==> src/rtl/rsaf_pkg.sv <==
// Shared constants, codes and helpers for the spike-rejecting average filter.
// No dependencies; the top level imports this package.
`timescale 1ns / 1ps

package rsaf_pkg;

	// Field widths
	localparam int BYTE_W      = 8;
	localparam int VAL_W       = 12;
	localparam int STATUS_W    = 2;
	localparam int CFG_ADDR_W  = 2;

	// Stream payload widths
	localparam int IN_DATA_W   = 5 * BYTE_W;
	localparam int IN_USER_W   = 1;
	localparam int OUT_DATA_W  = 2 * VAL_W;
	localparam int OUT_USER_W  = STATUS_W + 1;

	// Default averaging window
	localparam int AVG_DEPTH_DEF = 8;

	// Register reset values, in tenths
	localparam logic [VAL_W-1:0] TEMP_LIMIT_RST = VAL_W'(50);
	localparam logic [VAL_W-1:0] HUM_LIMIT_RST  = VAL_W'(100);

	// Register indexes
	localparam logic [CFG_ADDR_W-1:0] REG_TEMP_LIMIT = CFG_ADDR_W'(0);
	localparam logic [CFG_ADDR_W-1:0] REG_HUM_LIMIT  = CFG_ADDR_W'(1);

	// Request kind on the input tuser
	localparam logic OP_FRAME = 1'b0;
	localparam logic OP_RESET = 1'b1;

	// Result status codes
	typedef enum logic [STATUS_W-1:0] {
		ST_ACCEPTED  = 2'd0,
		ST_CHECK_ERR = 2'd1,
		ST_SPIKE     = 2'd2,
		ST_RESET     = 2'd3
	} status_t;

	// Whole byte times ten plus tenths byte; at most 2805, fits in VAL_W
	function automatic logic [VAL_W-1:0] to_tenths(input logic [BYTE_W-1:0] whole,
		input logic [BYTE_W-1:0] tenths);
		logic [VAL_W-1:0] w;
		w = VAL_W'(whole);
		return (w << 3) + (w << 1) + VAL_W'(tenths);
	endfunction

	// Absolute difference of two readings
	function automatic logic [VAL_W-1:0] abs_diff(input logic [VAL_W-1:0] a,
		input logic [VAL_W-1:0] b);
		return (a > b) ? (a - b) : (b - a);
	endfunction

endpackage

==> src/rtl/rsaf_hist.sv <==
// History ring storage for the average filter: one write and one registered read port.
// Depends on nothing beyond its parameters.
`timescale 1ns / 1ps

module rsaf_hist #(
	parameter int DEPTH  = 8,
	parameter int DATA_W = 24,
	parameter int ADDR_W = 3
) (
	input  logic              clk,
	input  logic              wr_en,
	input  logic [ADDR_W-1:0] wr_addr,
	input  logic [DATA_W-1:0] wr_data,
	input  logic              rd_en,
	input  logic [ADDR_W-1:0] rd_addr,
	output logic [DATA_W-1:0] rd_data
);

	logic [DATA_W-1:0] mem_q [DEPTH];
	logic [DATA_W-1:0] rd_data_q;

	// Write one entry per cycle
	always_ff @(posedge clk) begin
		if (wr_en) begin
			mem_q[wr_addr] <= wr_data;
		end
	end

	// Registered read
	always_ff @(posedge clk) begin
		if (rd_en) begin
			rd_data_q <= mem_q[rd_addr];
		end
	end

	assign rd_data = rd_data_q;

endmodule

==> src/rtl/rsaf_div.sv <==
// Restoring bit-serial divider, one quotient bit per cycle, shared by both averages.
// Depends on nothing beyond its parameters.
`timescale 1ns / 1ps

module rsaf_div #(
	parameter int DVD_W = 16,
	parameter int DVS_W = 4
) (
	input  logic             clk,
	input  logic             arst_n,
	input  logic             start,
	input  logic [DVD_W-1:0] dividend,
	input  logic [DVS_W-1:0] divisor,
	output logic [DVD_W-1:0] quotient,
	output logic             done
);

	localparam int CNT_W = $clog2(DVD_W + 1);

	logic [DVD_W-1:0] dvd_q;
	logic [DVS_W-1:0] rem_q;
	logic [DVS_W-1:0] dvs_q;
	logic [CNT_W-1:0] cnt_q;
	logic             busy_q;
	logic             done_q;

	logic [DVS_W:0]   trial;
	logic [DVS_W:0]   diff;
	logic             fits;

	// Shift in the next dividend bit and try the subtract
	always_comb begin
		trial = {rem_q, dvd_q[DVD_W-1]};
		diff  = trial - {1'b0, dvs_q};
		fits  = (trial >= {1'b0, dvs_q});
	end

	// Sequence control
	always_ff @(posedge clk or negedge arst_n) begin
		if (!arst_n) begin
			busy_q <= 1'b0;
			done_q <= 1'b0;
			cnt_q  <= '0;
		end else begin
			done_q <= 1'b0;
			if (start) begin
				busy_q <= 1'b1;
				cnt_q  <= CNT_W'(DVD_W);
			end else if (busy_q) begin
				cnt_q <= cnt_q - 1'b1;
				if (cnt_q == CNT_W'(1)) begin
					busy_q <= 1'b0;
					done_q <= 1'b1;
				end
			end
		end
	end

	// Datapath: dividend shifts out at the top, quotient bits enter at the bottom
	always_ff @(posedge clk) begin
		if (start) begin
			dvd_q <= dividend;
			dvs_q <= divisor;
			rem_q <= '0;
		end else if (busy_q) begin
			dvd_q <= {dvd_q[DVD_W-2:0], fits};
			rem_q <= fits ? diff[DVS_W-1:0] : trial[DVS_W-1:0];
		end
	end

	assign quotient = dvd_q;
	assign done     = done_q;

endmodule

==> src/rtl/reading_check_spike_average_filter_top.sv <==
// Top level of the spike-rejecting moving-average filter: sequencer, registers, stream ports.
// Depends on rsaf_pkg, rsaf_hist and rsaf_div.
`timescale 1ns / 1ps

// Each request is a five-byte humidity/temperature frame (tuser = 0) or a filter
// history reset (tuser = 1), and each gives exactly one result. A reset request or
// a frame that fails the checksum or spike test goes from the check state straight
// to the finish state. An accepted frame is written into the history ring, the ring
// is read back one entry a cycle to form both sums, and the shared serial divider
// then forms the temperature and humidity means one bit a cycle from SUM_W-bit sums
// (SUM_W = 12 + clog2(AVG_DEPTH + 1)). In every case the finish state waits until
// the output register is free, loads it and returns to idle. The input is not ready
// while a request is in work; a finished result waits in the output register, and
// the next request is taken meanwhile. Limits may be written at any time the block
// is idle; cfg_ready is always high. The history needs no clearing pass after reset.

module reading_check_spike_average_filter_top #(
	parameter int AVG_DEPTH = rsaf_pkg::AVG_DEPTH_DEF
) (
	input  logic                            clk,
	input  logic                            arst_n,
	// Input request
	input  logic                            s_axis_tvalid,
	output logic                            s_axis_tready,
	// [7:0] hum_whole, [15:8] hum_tenths, [23:16] temp_whole, [31:24] temp_tenths,
	// [39:32] check_byte
	input  logic [rsaf_pkg::IN_DATA_W-1:0]  s_axis_tdata,
	// [0] op
	input  logic [rsaf_pkg::IN_USER_W-1:0]  s_axis_tuser,
	// Result
	output logic                            m_axis_tvalid,
	input  logic                            m_axis_tready,
	// [11:0] avg_temp, [23:12] avg_hum
	output logic [rsaf_pkg::OUT_DATA_W-1:0] m_axis_tdata,
	// [1:0] status, [2] output_valid
	output logic [rsaf_pkg::OUT_USER_W-1:0] m_axis_tuser,
	// Configuration write
	input  logic                            cfg_valid,
	output logic                            cfg_ready,
	input  logic [rsaf_pkg::CFG_ADDR_W-1:0] cfg_addr,
	input  logic [rsaf_pkg::VAL_W-1:0]      cfg_data
);

	import rsaf_pkg::*;

	localparam int IDX_W = (AVG_DEPTH > 1) ? $clog2(AVG_DEPTH) : 1;
	localparam int CNT_W = $clog2(AVG_DEPTH + 1);
	localparam int SUM_W = VAL_W + CNT_W;

	typedef enum logic [6:0] {
		S_IDLE   = 7'b0000001,
		S_CHECK  = 7'b0000010,
		S_SUM    = 7'b0000100,
		S_DIV_T  = 7'b0001000,
		S_DIV_H  = 7'b0010000,
		S_FINISH = 7'b0100000,
		S_SPARE  = 7'b1000000
	} state_t;

	state_t              state_q;

	// Latched request
	logic                op_q;
	logic [BYTE_W-1:0]   hw_q, ht_q, tw_q, tt_q, ck_q;

	// Filter state
	logic [VAL_W-1:0]    temp_limit_q, hum_limit_q;
	logic [IDX_W-1:0]    slot_q;
	logic [CNT_W-1:0]    fill_q;
	logic [VAL_W-1:0]    last_temp_q, last_hum_q;
	logic                seen_first_q;
	logic [VAL_W-1:0]    held_temp_q, held_hum_q;
	logic                held_valid_q;
	status_t             status_q;

	// Ring walk
	logic [CNT_W-1:0]    iss_q;
	logic                rd_pend_q;
	logic [SUM_W-1:0]    sum_temp_q, sum_hum_q;

	// Output register
	logic                out_valid_q;
	logic [OUT_DATA_W-1:0] out_data_q;
	logic [OUT_USER_W-1:0] out_user_q;

	// Combinational helpers
	logic [BYTE_W-1:0]   cksum;
	logic [VAL_W-1:0]    temp_val, hum_val;
	logic                spike;
	logic                issue;
	logic                walk_done;
	logic                out_free;
	logic [2*VAL_W-1:0]  rd_data;
	logic                div_start;
	logic [SUM_W-1:0]    div_dividend;
	logic [SUM_W-1:0]    div_quotient;
	logic                div_done;
	logic                hist_wr;

	// Frame checks on the latched request
	always_comb begin
		cksum    = hw_q + ht_q + tw_q + tt_q;
		temp_val = to_tenths(tw_q, tt_q);
		hum_val  = to_tenths(hw_q, ht_q);
		spike    = seen_first_q &&
			((abs_diff(temp_val, last_temp_q) > temp_limit_q) ||
			 (abs_diff(hum_val, last_hum_q) > hum_limit_q));
	end

	assign hist_wr   = (state_q == S_CHECK) && (op_q == OP_FRAME) && (cksum == ck_q) && !spike;
	assign issue     = (state_q == S_SUM) && (iss_q != fill_q);
	assign walk_done = (state_q == S_SUM) && (iss_q == fill_q) && !rd_pend_q;
	assign out_free  = !out_valid_q || m_axis_tready;

	// Divider starts on temperature after the walk, then on humidity
	assign div_start    = walk_done || ((state_q == S_DIV_T) && div_done);
	assign div_dividend = (state_q == S_SUM) ? sum_temp_q : sum_hum_q;

	rsaf_hist #(
		.DEPTH  (AVG_DEPTH),
		.DATA_W (2 * VAL_W),
		.ADDR_W (IDX_W)
	) u_hist (
		.clk     (clk),
		.wr_en   (hist_wr),
		.wr_addr (slot_q),
		.wr_data ({hum_val, temp_val}),
		.rd_en   (issue),
		.rd_addr (iss_q[IDX_W-1:0]),
		.rd_data (rd_data)
	);

	rsaf_div #(
		.DVD_W (SUM_W),
		.DVS_W (CNT_W)
	) u_div (
		.clk      (clk),
		.arst_n   (arst_n),
		.start    (div_start),
		.dividend (div_dividend),
		.divisor  (fill_q),
		.quotient (div_quotient),
		.done     (div_done)
	);

	// Limit registers
	always_ff @(posedge clk or negedge arst_n) begin
		if (!arst_n) begin
			temp_limit_q <= TEMP_LIMIT_RST;
			hum_limit_q  <= HUM_LIMIT_RST;
		end else if (cfg_valid) begin
			case (cfg_addr)
				REG_TEMP_LIMIT: temp_limit_q <= cfg_data;
				REG_HUM_LIMIT:  hum_limit_q  <= cfg_data;
				default: ;
			endcase
		end
	end

	assign cfg_ready = 1'b1;

	// Capture the request
	always_ff @(posedge clk) begin
		if (s_axis_tvalid && s_axis_tready) begin
			op_q <= s_axis_tuser[0];
			hw_q <= s_axis_tdata[BYTE_W-1:0];
			ht_q <= s_axis_tdata[2*BYTE_W-1:BYTE_W];
			tw_q <= s_axis_tdata[3*BYTE_W-1:2*BYTE_W];
			tt_q <= s_axis_tdata[4*BYTE_W-1:3*BYTE_W];
			ck_q <= s_axis_tdata[5*BYTE_W-1:4*BYTE_W];
		end
	end

	// Accumulate the ring readback
	always_ff @(posedge clk) begin
		if (hist_wr) begin
			sum_temp_q <= '0;
			sum_hum_q  <= '0;
		end else if (rd_pend_q) begin
			sum_temp_q <= sum_temp_q + SUM_W'(rd_data[VAL_W-1:0]);
			sum_hum_q  <= sum_hum_q + SUM_W'(rd_data[2*VAL_W-1:VAL_W]);
		end
	end

	// Sequencer and filter state
	always_ff @(posedge clk or negedge arst_n) begin
		if (!arst_n) begin
			state_q      <= S_IDLE;
			slot_q       <= '0;
			fill_q       <= '0;
			last_temp_q  <= '0;
			last_hum_q   <= '0;
			seen_first_q <= 1'b0;
			held_temp_q  <= '0;
			held_hum_q   <= '0;
			held_valid_q <= 1'b0;
			status_q     <= ST_ACCEPTED;
			iss_q        <= '0;
			rd_pend_q    <= 1'b0;
		end else begin
			rd_pend_q <= issue;
			case (state_q)
				S_IDLE: begin
					if (s_axis_tvalid) begin
						state_q <= S_CHECK;
					end
				end
				S_CHECK: begin
					if (op_q == OP_RESET) begin
						// Clear history; held values and last readings stay
						slot_q       <= '0;
						fill_q       <= '0;
						seen_first_q <= 1'b0;
						held_valid_q <= 1'b0;
						status_q     <= ST_RESET;
						state_q      <= S_FINISH;
					end else if (cksum != ck_q) begin
						status_q <= ST_CHECK_ERR;
						state_q  <= S_FINISH;
					end else if (spike) begin
						status_q <= ST_SPIKE;
						state_q  <= S_FINISH;
					end else begin
						// Take the reading and start the ring walk
						last_temp_q  <= temp_val;
						last_hum_q   <= hum_val;
						seen_first_q <= 1'b1;
						slot_q       <= (slot_q == IDX_W'(AVG_DEPTH - 1)) ? '0 : slot_q + 1'b1;
						if (fill_q != CNT_W'(AVG_DEPTH)) begin
							fill_q <= fill_q + 1'b1;
						end
						iss_q    <= '0;
						status_q <= ST_ACCEPTED;
						state_q  <= S_SUM;
					end
				end
				S_SUM: begin
					if (issue) begin
						iss_q <= iss_q + 1'b1;
					end
					if (walk_done) begin
						state_q <= S_DIV_T;
					end
				end
				S_DIV_T: begin
					if (div_done) begin
						held_temp_q <= div_quotient[VAL_W-1:0];
						state_q     <= S_DIV_H;
					end
				end
				S_DIV_H: begin
					if (div_done) begin
						held_hum_q   <= div_quotient[VAL_W-1:0];
						held_valid_q <= 1'b1;
						state_q      <= S_FINISH;
					end
				end
				S_FINISH: begin
					if (out_free) begin
						state_q <= S_IDLE;
					end
				end
				default: begin
					state_q <= S_IDLE;
				end
			endcase
		end
	end

	assign s_axis_tready = (state_q == S_IDLE);

	// Output register: load on finish, drop when taken
	always_ff @(posedge clk or negedge arst_n) begin
		if (!arst_n) begin
			out_valid_q <= 1'b0;
		end else if ((state_q == S_FINISH) && out_free) begin
			out_valid_q <= 1'b1;
		end else if (m_axis_tready) begin
			out_valid_q <= 1'b0;
		end
	end

	always_ff @(posedge clk) begin
		if ((state_q == S_FINISH) && out_free) begin
			out_data_q <= {held_hum_q, held_temp_q};
			out_user_q <= {held_valid_q, status_q};
		end
	end

	assign m_axis_tvalid = out_valid_q;
	assign m_axis_tdata  = out_data_q;
	assign m_axis_tuser  = out_user_q;

endmodule
==> config.mk <==
export PLATFORM = sky130hd
export DESIGN_NAME = reading_check_spike_average_filter_top
export DESIGN_NICKNAME = d
export VERILOG_FILES = /design/src/rtl/rsaf_pkg.sv /design/src/rtl/rsaf_hist.sv /design/src/rtl/rsaf_div.sv /design/src/rtl/reading_check_spike_average_filter_top.sv
export SDC_FILE = /design/constraint.sdc
export NUM_CORES = 1
export LEC_CHECK = 0
export BUFFER_PORTS_ARGS = -buffer_cell sky130_fd_sc_hd__buf_4
export CAP_MARGIN = 40
export CORE_MARGIN = 2
export CORE_UTILIZATION = 35
export DETAILED_ROUTE_END_ITERATION = 10
export GPL_TIMING_DRIVEN = 0
export HOLD_SLACK_MARGIN = 0.1
export PLACE_DENSITY = 0.56
export SYNTH_ARGS = -nofsm -noshare
export SYNTH_HDL_FRONTEND = slang
export SYNTH_SLANG_ARGS = --single-unit
==> constraint.sdc <==
create_clock -name clk -period 26.6 [get_ports clk]
set_input_delay 2.66 -clock clk [delete_from_list [all_inputs] [get_ports clk]]
set_output_delay 2.66 -clock clk [all_outputs]
set_load 0.1 [all_outputs]
After elaboration in Yosys (flattened, before gate mapping). Memories as Yosys holds them, arrays and structs flattened. A register that Yosys moved wholly into a read port is not among the register bits. Index checks and enable logic that the tools add are counted.

Flip-flop bits (word level): 227. Bits in latches: 0. Memory bits (writable): 192. ROM bits: 0. Input port bits: 60. Output and inout bits: 30. Word-level logic and storage cells: 165. Memories kept: 1.

Memory list: u_hist.mem_q (words 8, width 24, rd ports 1, clocked after Yosys merged registers in 1, write ports 1, line rsaf_hist.sv:19) `logic [DATA_W-1:0] mem_q [DEPTH];`.

Add/sub/neg operators: 18. Multiply operators: 0. Div/mod/pow operators: 0. Order comparisons: 5. Eq/ne operators: 26. Shift operators: 0. Mux-type cells: 49. Bitwise logic cells: 3. Reductions and logical operators: 32.

Operators with widths (count): $gt 12x12->1 (4); $mux 16 (3); $sub 12x12->12 (4); $pmux 7 s6 (1); $mux 4 (9); $mux 7 (5); $add 16x12->16 (2); $add 11x9->12 (2); $add 12x8->12 (2); $add 8x8->8 (3); $mux 12 (2); $ne 2x2->1 const B (10); $mux 6 (3); $mux 1 (15); $mux 3 (4); $logic_and 1x1->1 (10); $mux 5 (2); $reduce_and 5->1 (2); $reduce_bool 2->1 (5); $add 4x1->4 const B (2); $eq 8x8->1 (1); $ne 8x8->1 (1); $pmux 4 s2 (1); $reduce_and 2->1 (4); other kinds (25) (36).

Logic depth before layout (Yosys ltp). Gate-level depths: netlist of the first run.

Depth in word-level cells: 11. Gate-level depth with buffers: 32. Mapped depth without buffers: 30.

Cells and area by module. From an unflattened synthesis of the first run, not the netlist that was laid out.

Cell total of the unflattened synthesis: 1703. Area total of the unflattened synthesis: 22370.2 µm².

By module, submodules not included: reading_check_spike_average_filter_top (times used 1, cells an instance 1279, area an instance 12856.1 µm²); rsaf_hist (times used 1, cells an instance 314, area an instance 8037.7 µm²); rsaf_div (times used 1, cells an instance 110, area an instance 1476.4 µm²).

Worst setup path before layout of the first run. OpenSTA, ideal clock, no wires.

Kind: flip-flop to flip-flop. Start: register hw_q[0]. End: memory u_hist.mem_q[4][0] (enable). Arrival: 8.922 ns. Required time: 26.126 ns. Path slack: 17.204 ns. Cell stages (with the launch flop): 29. Period minus slack after synthesis: 9.396 ns. Cells stage by stage: edfxtp_1 > inv_1 > fa_1 > inv_1 > ha_1 > a21o_1 > a21oi_1 > o21bai_1 > a21oi_1 > o21ai_0 > xor2_1 > ha_1 > clkbuf_1 > and2_1 > and3_1 > o21ai_0 > a21boi_0 > o21ai_2 > mux2_2 > a22o_1 > nor4b_1 > ha_1 > a21o_1 > a21o_1 > a21oi_1 > o221ai_1 > a32oi_1 > nand3_1 > nor4b_1.

Word-level cells in the longest chain between the ends: 11. Elaborated cells between the ends (all ways): 18. Classes of those cells: 7 x add/sub; 2 x order compare; 1 x eq/ne; 3 x mux; 5 x reduce/logical.

RTL lines: from (decl) (line reading_check_spike_average_filter_top.sv:64) `logic [BYTE_W-1:0] hw_q, ht_q, tw_q, tt_q, ck_q;`; from (signal assigned) (line reading_check_spike_average_filter_top.sv:166) `hw_q <= s_axis_tdata[BYTE_W-1:0];`; $add 11x9->12 * (line rsaf_pkg.sv:47) `return (w << 3) + (w << 1) + VAL_W'(tenths);`; $add 12x8->12 * (line rsaf_pkg.sv:47); net hum_val[9] (line reading_check_spike_average_filter_top.sv:88) `logic [VAL_W-1:0] temp_val, hum_val;`; $sub 12x12->12 / $gt 12x12->1 (equally long branches) (line rsaf_pkg.sv:53) `return (a > b) ? (a - b) : (b - a);`; $mux 12 * (line rsaf_pkg.sv:53); $gt 12x12->1 * (line reading_check_spike_average_filter_top.sv:107) `(abs_diff(hum_val, last_hum_q) > hum_limit_q));`; $logic_or 1x1->1 * (line reading_check_spike_average_filter_top.sv:106) `((abs_diff(temp_val, last_temp_q) > temp_limit_q) ||`; $logic_and 1x1->1 * (line reading_check_spike_average_filter_top.sv:105) `spike = seen_first_q &&`; $logic_not 1->1 * (line reading_check_spike_average_filter_top.sv:110) `assign hist_wr = (state_q == S_CHECK) && (op_q == OP_FRAME) && (cksum == ck_q) && !spike;`; $logic_and 1x1->1 * (line reading_check_spike_average_filter_top.sv:110); $mux 1 * (line rsaf_hist.sv:24) `if (wr_en) begin`; $mux 1 (implied by the code) * (line rsaf_hist.sv:25) `mem_q[wr_addr] <= wr_data;`; to (decl) (line rsaf_hist.sv:19).

The timed path passes the listed nets; every way through them passes the cells marked *.

Final worst setup path of the first run.
Start: register tw_q[2]. End: memory u_hist.mem_q[4][14] (enable).

Word-level cells in the longest chain between the ends: 11. Elaborated cells between the ends (all ways): 17. Classes of those cells: 6 x add/sub; 2 x order compare; 1 x eq/ne; 3 x mux; 5 x reduce/logical.

RTL lines: from (decl) (line reading_check_spike_average_filter_top.sv:64); from (signal assigned) (line reading_check_spike_average_filter_top.sv:168) `tw_q <= s_axis_tdata[3*BYTE_W-1:2*BYTE_W];`; $add 11x9->12 * (line rsaf_pkg.sv:47); $add 12x8->12 * (line rsaf_pkg.sv:47); net temp_val[10] (line reading_check_spike_average_filter_top.sv:88); $sub 12x12->12 / $gt 12x12->1 (equally long branches) (line rsaf_pkg.sv:53); $mux 12 * (line rsaf_pkg.sv:53); $gt 12x12->1 * (line reading_check_spike_average_filter_top.sv:106); $logic_or 1x1->1 * (line reading_check_spike_average_filter_top.sv:106); $logic_and 1x1->1 * (line reading_check_spike_average_filter_top.sv:105); $logic_not 1->1 * (line reading_check_spike_average_filter_top.sv:110); $logic_and 1x1->1 * (line reading_check_spike_average_filter_top.sv:110); $mux 1 * (line rsaf_hist.sv:24); $mux 1 (implied by the code) * (line rsaf_hist.sv:25).

Marks and branches as above.

==> flow_summary.json, run 1 <==
{
  "initial_core_util_pct": 35.47,
  "timing.max_slew.rel_slack_pct": 39.38,
  "synth_simple_gate_area_share_pct": 7.489,
  "cts-htree-levels": 2,
  "maxCapViolations": 0,
  "finClkSkew_ns": 0.02267,
  "length_of_the_first_detailed_routing_pass_in_iterations": 6,
  "multi_input_comb_area_um2": 8889,
  "dpl_cell_area_um2": 24220,
  "die-area_um2": 64800,
  "drt_iter0_markers": 674,
  "max_stage_delay_ns": 0.85,
  "post-place-ws_ns": 16.69,
  "route.detailed.drc": 0,
  "ant_nets": 0,
  "layout-drive-gt1-share_pct": 19.68,
  "worstSetupEndpointType": "register",
  "flip_flop_and_latch_count_after_synthesis": 442,
  "maximum_operating_frequency_mhz": 100.4,
  "path_clk_slew_ns": 0.06,
  "layout.cells.most_common_list": "sky130_fd_sc_hd__edfxtp_1, sky130_fd_sc_hd__ha_1, sky130_fd_sc_hd__buf_4, sky130_fd_sc_hd__inv_1, sky130_fd_sc_hd__nor2_1",
  "timing.final.max_slew_violations": 0,
  "ctsLongestPathBuffers": 3,
  "synthAdderAreaFrac_pct": 10.64,
  "nets": 2087,
  "post_synth_inst_count": 1671,
  "synth_mux_area_share_pct": 10.64,
  "placement.io_buffers": 88,
  "layout.cell_area.non_filler_um2": 25800,
  "detail_route.vias_per_cell": 4.989,
  "clkLatencyLatePin_ns": 0.59,
  "timing.critical_path.mode_cell": "sky130_fd_sc_hd__buf_4",
  "netlist-cell-type-count": 72,
  "finalWirelength_mm": 50.38,
  "dominantRegCellSynth": "sky130_fd_sc_hd__edfxtp_1",
  "cts_root_buf": "sky130_fd_sc_hd__clkbuf_16",
  "gr-total-overflow": 0,
  "i_o_pin_total": 90,
  "grt_antenna_before_repair": 0,
  "avgSynthCellArea_um2": 13.15,
  "setup-violations-final": 0,
  "row_count": 91,
  "min_period_over_period_pct": 37.46,
  "crit_required_ns": 26.90,
  "grt.total_usage_pct": 15.89,
  "n_fill_cell": 5803,
  "dp.final_hpwl_mm": 37.95,
  "timing.hold.ws_ns": 0.4411,
  "synth-xor-area-share_pct": 3.229,
  "yosysSeqAreaShare_pct": 56.49,
  "critical-path-slowest-cell": "sky130_fd_sc_hd__nor4b_2",
  "cts_buffers": 49,
  "crit_arrival_ns": 10.27,
  "criticalPathCategory": "register to register",
  "vias": 13655,
  "worst_slew_pin_slew_ns": 0.9093,
  "flow.area_growth_from_synthesis_pct": 17.41,
  "critPathMaxFanout": 9,
  "instances_no_fill": 2737,
  "dominant_combinational_cell_family_by_area_after_synthesis": "multiplexers",
  "synth_top_area_cell": "sky130_fd_sc_hd__edfxtp_1",
  "synth_top_cells_by_area": "sky130_fd_sc_hd__edfxtp_1, sky130_fd_sc_hd__dfrtp_1, sky130_fd_sc_hd__ha_1",
  "numClockSinks": 442,
  "vdd.ir_drop.worst_uv": 67.66,
  "place.detailed.instances": 2646,
  "power.leakage_uw": 0.01016,
  "via_count_of_the_first_global_routing_pass": 14004,
  "synth_edf_count": 304,
  "placeableCoreArea_um2": 61940,
  "syn-num-nets": 1898,
  "final.min_clock_period_ns": 9.965,
  "layout.area.seq_um2": 12410,
  "cp-start-kind": "register",
  "post_cts_setup_inserts": 0,
  "mostFrequentLayoutCell": "sky130_fd_sc_hd__edfxtp_1",
  "setup_tns_ns": 0,
  "result_of_the_run": "completed",
  "clock_tree_from_tritoncts": "built",
  "power-per-cell-area_nw_per_um2": 117.4,
  "yosysWarningCount": 0,
  "synth_top_area_share_pct": 41.55,
  "report.final.hold_viol_count": 0,
  "cts_hold_buffers": 0,
  "gp_routability_congestion": 0.8737,
  "antenna_cells_inserted": 0,
  "global_route_wire_length_before_repair_mm": 79.56,
  "die_w_um": 254.6,
  "grt_start_max_net_pins": 63,
  "die_h_um": 254.6,
  "synth_cell_area_um2": 21970,
  "asr_flop_ratio_synth_pct": 23.08,
  "r2r_slack_ns": 16.63,
  "synth_compound_gate_area_share_pct": 8.200,
  "cts_repair_resize_count": 0,
  "post-route-worst-setup-slack_ns": 16.63,
  "rsz0062_at_grt": "false",
  "worst_min_delay_path_category": "register to register",
  "routedWlPerCell_um": 18.41
}
-- registers in the layout, indices dropped and copies added (netlist names), 12 cells and up --
| signal | count |
|---|---|
| hum_limit_q | 12 |
| temp_limit_q | 12 |
| u_div.quotient | 16 |
| held_hum_q | 12 |
| sum_hum_q | 16 |
| sum_temp_q | 16 |
| held_temp_q | 12 |
| m_axis_tdata | 24 |
| last_hum_q | 12 |
| u_hist.rd_data | 24 |
| u_hist.mem_q | 192 |
| last_temp_q | 12 |
-- path summary, 6_finish.rpt --
check                                                      to                  startpoint  depth (start not counted)
max in group asynchronous              state_q[0]$_DFFE_PN1P_                      arst_n                          2
worst min register to register      m_axis_tdata[3]$_DFFE_PP_  held_temp_q[3]$_DFFE_PN0P_                          0
worst max register to register  u_hist.mem_q[4][14]$_DFFE_PP_           tw_q[2]$_DFFE_PP_                         34
worst max-delay path            u_hist.mem_q[4][14]$_DFFE_PP_           tw_q[2]$_DFFE_PP_                         34
worst min-delay path                m_axis_tdata[3]$_DFFE_PP_  held_temp_q[3]$_DFFE_PN0P_                          0
min in group asynchronous           last_hum_q[9]$_DFFE_PN0P_                      arst_n                          1
-- metrics by stage --
step	util, %	power (uW)
after floorplan	-	1967
after global routing	41.65	3259
after detailed placement	39.11	2388
after CTS	41.65	3067
after global placement	38.23	2304
final	41.65	3028
-- where the power goes --
group	switching, uW	internal (uW)	total [uW]
Combinational	861	583	1440
Sequential	39.0	881	920
Clock	282	383	665
-- synthesized netlist by cell type (6+ instances only) --
cell and count:
sky130_fd_sc_hd__inv_1 125, sky130_fd_sc_hd__buf_1 11, sky130_fd_sc_hd__mux4_2 48, sky130_fd_sc_hd__nor3_1 28, sky130_fd_sc_hd__nor2_1 107, sky130_fd_sc_hd__nand2_1 91, sky130_fd_sc_hd__a21oi_1 85, sky130_fd_sc_hd__mux2i_1 48
sky130_fd_sc_hd__xnor2_1 51, sky130_fd_sc_hd__buf_2 12, sky130_fd_sc_hd__o21bai_1 10, sky130_fd_sc_hd__a21boi_0 8, sky130_fd_sc_hd__o21ai_0 92, sky130_fd_sc_hd__dfrtp_1 95, sky130_fd_sc_hd__and2_1 6, sky130_fd_sc_hd__nor2b_1 18
sky130_fd_sc_hd__nand2b_1 11, sky130_fd_sc_hd__a21o_1 32, sky130_fd_sc_hd__clkbuf_1 34, sky130_fd_sc_hd__a211oi_1 10, sky130_fd_sc_hd__and3_1 9, sky130_fd_sc_hd__mux2_2 69, sky130_fd_sc_hd__nor3b_1 6, sky130_fd_sc_hd__o21a_1 6
sky130_fd_sc_hd__dfxtp_1 36, sky130_fd_sc_hd__fa_1 33, sky130_fd_sc_hd__nand4_1 17, sky130_fd_sc_hd__ha_1 134, sky130_fd_sc_hd__nand3_1 25, sky130_fd_sc_hd__xor2_1 30, sky130_fd_sc_hd__dfstp_2 7, sky130_fd_sc_hd__edfxtp_1 304
-- worst max-delay path, delay by kind of cell, from the launching register on --
kind | cells | cell delay [ns]
muxes | 1 | 0.18
and+or+nand+nor | 6 | 2.45
adders and majority gates | 4 | 1.53
DFF | 1 | 0.47
AOI/OAI and AO/OA | 14 | 3.01
xor gates and xnor gates | 2 | 0.80
buffers and inverters | 7 | 1.22
-- cell type report --
cell class	count	share of cell area, %
plain buffers	60	0.9894
flip-flops and latches	442	48.11
clock inverters	31	1.145
inverters	125	1.819
clock buffers	60	4.952
well taps	837	4.060
multi-input cells	1044	34.46
repair buffers	138	4.472
-- per-layer routing --
layer	global-route usage (%)	vias up	share of wire (%)
met1	20.76	6776	44
met2	27.52	304	49
li1	-	6500	-
met5	0	-	0
met4	4.745	0	2.6
met3	2.143	75	4.4
-- cell families after synthesis --
| kind of cell | Yosys count |
|---|---|
| compound gates | 288 |
| xor+xnor | 81 |
| fa+ha+maj | 167 |
| buf+inv | 185 |
| flops | 442 |
| mux | 165 |
| other cells | 1 |
| simple gates | 342 |
(Power assumes the default switching activity.)
==> inputs of run 2 (changes only) <==
--- a/config.mk
+++ b/config.mk
@@ -12,7 +12,7 @@
 export DETAILED_ROUTE_END_ITERATION = 10
 export GPL_TIMING_DRIVEN = 0
 export HOLD_SLACK_MARGIN = 0.1
-export PLACE_DENSITY = 0.56
+export PLACE_DENSITY = 0.58
 export SYNTH_ARGS = -nofsm -noshare
 export SYNTH_HDL_FRONTEND = slang
 export SYNTH_SLANG_ARGS = --single-unit
==> constraint.sdc (replaced) <==
create_clock -name clk -period 8.4 [get_ports clk]
set_input_delay 0.84 -clock clk [delete_from_list [all_inputs] [get_ports clk]]
set_output_delay 0.84 -clock clk [all_outputs]
set_load 0.1 [all_outputs]
==> flow_summary.json, run 2 (synthesized netlist as in run 1, its figures left out) <==
{
  "route.detailed.drc": 0,
  "dp.final_hpwl_mm": 36.96,
  "final.min_clock_period_ns": 7.913,
  "cp-start-kind": "register",
  "regMostFlops": "u_hist.mem_q",
  "via_count_of_the_first_global_routing_pass": 13840,
  "path_clk_slew_ns": 0.06,
  "die_w_um": 254.6,
  "nets": 2100,
  "finalWirelength_mm": 49.85,
  "dpl_cell_area_um2": 24250,
  "critPathMaxFanout": 9,
  "grt_start_max_net_pins": 64,
  "max_stage_delay_ns": 0.53,
  "layout-drive-gt1-share_pct": 21.51,
  "die_h_um": 254.6,
  "numClockSinks": 442,
  "setup-violations-final": 0,
  "number_of_flip_flops_in_the_largest_register": 192,
  "worst_min_delay_path_category": "input port to asynchronous set/reset pin",
  "die-area_um2": 64800,
  "flow.area_growth_from_synthesis_pct": 18.97,
  "report.final.hold_viol_count": 0,
  "post-route-worst-setup-slack_ns": 0.4872,
  "timing.critical_path.mode_cell": "sky130_fd_sc_hd__buf_4",
  "grt.total_usage_pct": 15.70,
  "power-per-cell-area_nw_per_um2": 375.7,
  "global_route_wire_length_before_repair_mm": 77.94,
  "grt_antenna_before_repair": 0,
  "ctsLongestPathBuffers": 3,
  "routedWlPerCell_um": 18.14,
  "total_power_uw": 9821,
  "antenna_cells_inserted": 0,
  "post-place-ws_ns": -1.597,
  "length_of_the_first_detailed_routing_pass_in_iterations": 5,
  "instances_no_fill": 2748,
  "worst_slew_pin_slew_ns": 0.9892,
  "gp_routability_congestion": 0.8581,
  "setup_tns_ns": 0,
  "cts_buffers": 48,
  "detail_route.vias_per_cell": 4.957,
  "layout.cells.most_common_list": "sky130_fd_sc_hd__edfxtp_1, sky130_fd_sc_hd__ha_1, sky130_fd_sc_hd__buf_4, sky130_fd_sc_hd__inv_1, sky130_fd_sc_hd__nor2_1",
  "min_period_over_period_pct": 94.20,
  "cp_top_family": "compound AO/OA/AOI/OAI gates",
  "timing.final.max_slew_violations": 0,
  "clock_tree_from_tritoncts": "built",
  "clkLatencyLatePin_ns": 0.59,
  "criticalPathCategory": "register to register",
  "cts_root_buf": "sky130_fd_sc_hd__clkbuf_16",
  "placement.io_buffers": 88,
  "mostFrequentLayoutCell": "sky130_fd_sc_hd__edfxtp_1",
  "timing.max_slew.rel_slack_pct": 33.45,
  "initial_core_util_pct": 35.47,
  "maximum_operating_frequency_mhz": 126.4,
  "critical-path-slowest-cell": "sky130_fd_sc_hd__fa_1",
  "place.detailed.instances": 2637,
  "ant_nets": 0,
  "placeableCoreArea_um2": 61940,
  "finClkSkew_ns": 0.02099,
  "crit_arrival_ns": 8.20,
  "cts-htree-levels": 2,
  "row_count": 91,
  "cts_hold_buffers": 0,
  "power.leakage_uw": 0.01035,
  "worst-path-buf-inv": 8,
  "layout.cell_area.non_filler_um2": 26140,
  "gr-total-overflow": 0,
  "vias": 13622,
  "drt_iter0_markers": 795,
  "i_o_pin_total": 90,
  "crit_required_ns": 8.69,
  "vdd.ir_drop.worst_uv": 252.7,
  "result_of_the_run": "completed",
  "maxCapViolations": 0,
  "worstSetupEndpointType": "register"
}
## run 2: cell types whose count changed in the layout (fill, tap and decap cells not counted), sizes merged
| cell | delta |
|---|---|
| buf | +15 |
| clkbuf | -1 |
| clkinv | -6 |
| clkinvlp | -1 |
| inv | +4 |
## run 2: final cells by class
cell class              instances  area (um^2)
clock inverters                28        271.5
repair buffers                154         1326
fillers                      5713        35800
well taps                     837         1047
clock buffers                  60         1359
inverters                     125        469.2
flip-flops and latches        442        12410
plain buffers                  58        247.7
multi-input cells            1044         9007
## run 2: what timing repair did
action | in CTS | in global routing
setup buffers | 11 | 13
setup endpoints to repair | 242 | 234
endpoints found under the hold margin | 0 | 0
resized for setup | 9 | 5
pin swaps | 9 | 8
## run 2: stage by stage
stage | hold WS (ns) | utilization (%)
detailed placement | 0.4302 | 39.15
floorplan | 0.4186 | -
global placement | 0.4320 | 38.28
global route | 0.2724 | 42.20
CTS | 0.2488 | 42.02
finish | 0.2396 | 42.20
## run 2: final timing paths
path | startpoint | to | slack [ns] | cells after the start
max | tw_q[0]$_DFFE_PP_ | u_hist.mem_q[3][17]$_DFFE_PP_ | 0.49 | 35
min | arst_n | last_hum_q[9]$_DFFE_PN0P_ | 0.24 | 1
max reg2reg | tw_q[0]$_DFFE_PP_ | u_hist.mem_q[3][17]$_DFFE_PP_ | 0.49 | 35
min reg2reg | held_temp_q[10]$_DFFE_PN0P_ | m_axis_tdata[10]$_DFFE_PP_ | 0.44 | 0
max in group asynchronous | arst_n | state_q[0]$_DFFE_PN1P_ | 7.37 | 2
min in group clk | s_axis_tdata[24] | tt_q[0]$_DFFE_PP_ | 0.43 | 1
## run 2: power breakdown
part           switching, uW  internal (uW)  total (uW)
sequential               123           2790        2910
clock                    881           1280        2160
combinational           2830           1920        4750
## run 2: per-layer routing
metal  share of wire (%)  GRT usage [%]
met5                   0              0
met1                  44          20.47
met2                  49          26.96
met4                 3.0          5.464
met3                 3.3          2.011
## run 2: worst reg2reg max path, delay by kind of cell, from the launching register on
| family | cells | cell delay [ns] |
|---|---|---|
| mux | 1 | 0.14 |
| buf+inv | 8 | 1.31 |
| fa+ha+maj | 4 | 1.70 |
| simple gates | 6 | 1.09 |
| flops | 1 | 0.42 |
| compound gates | 14 | 2.56 |
| xor+xnor | 2 | 0.41 |
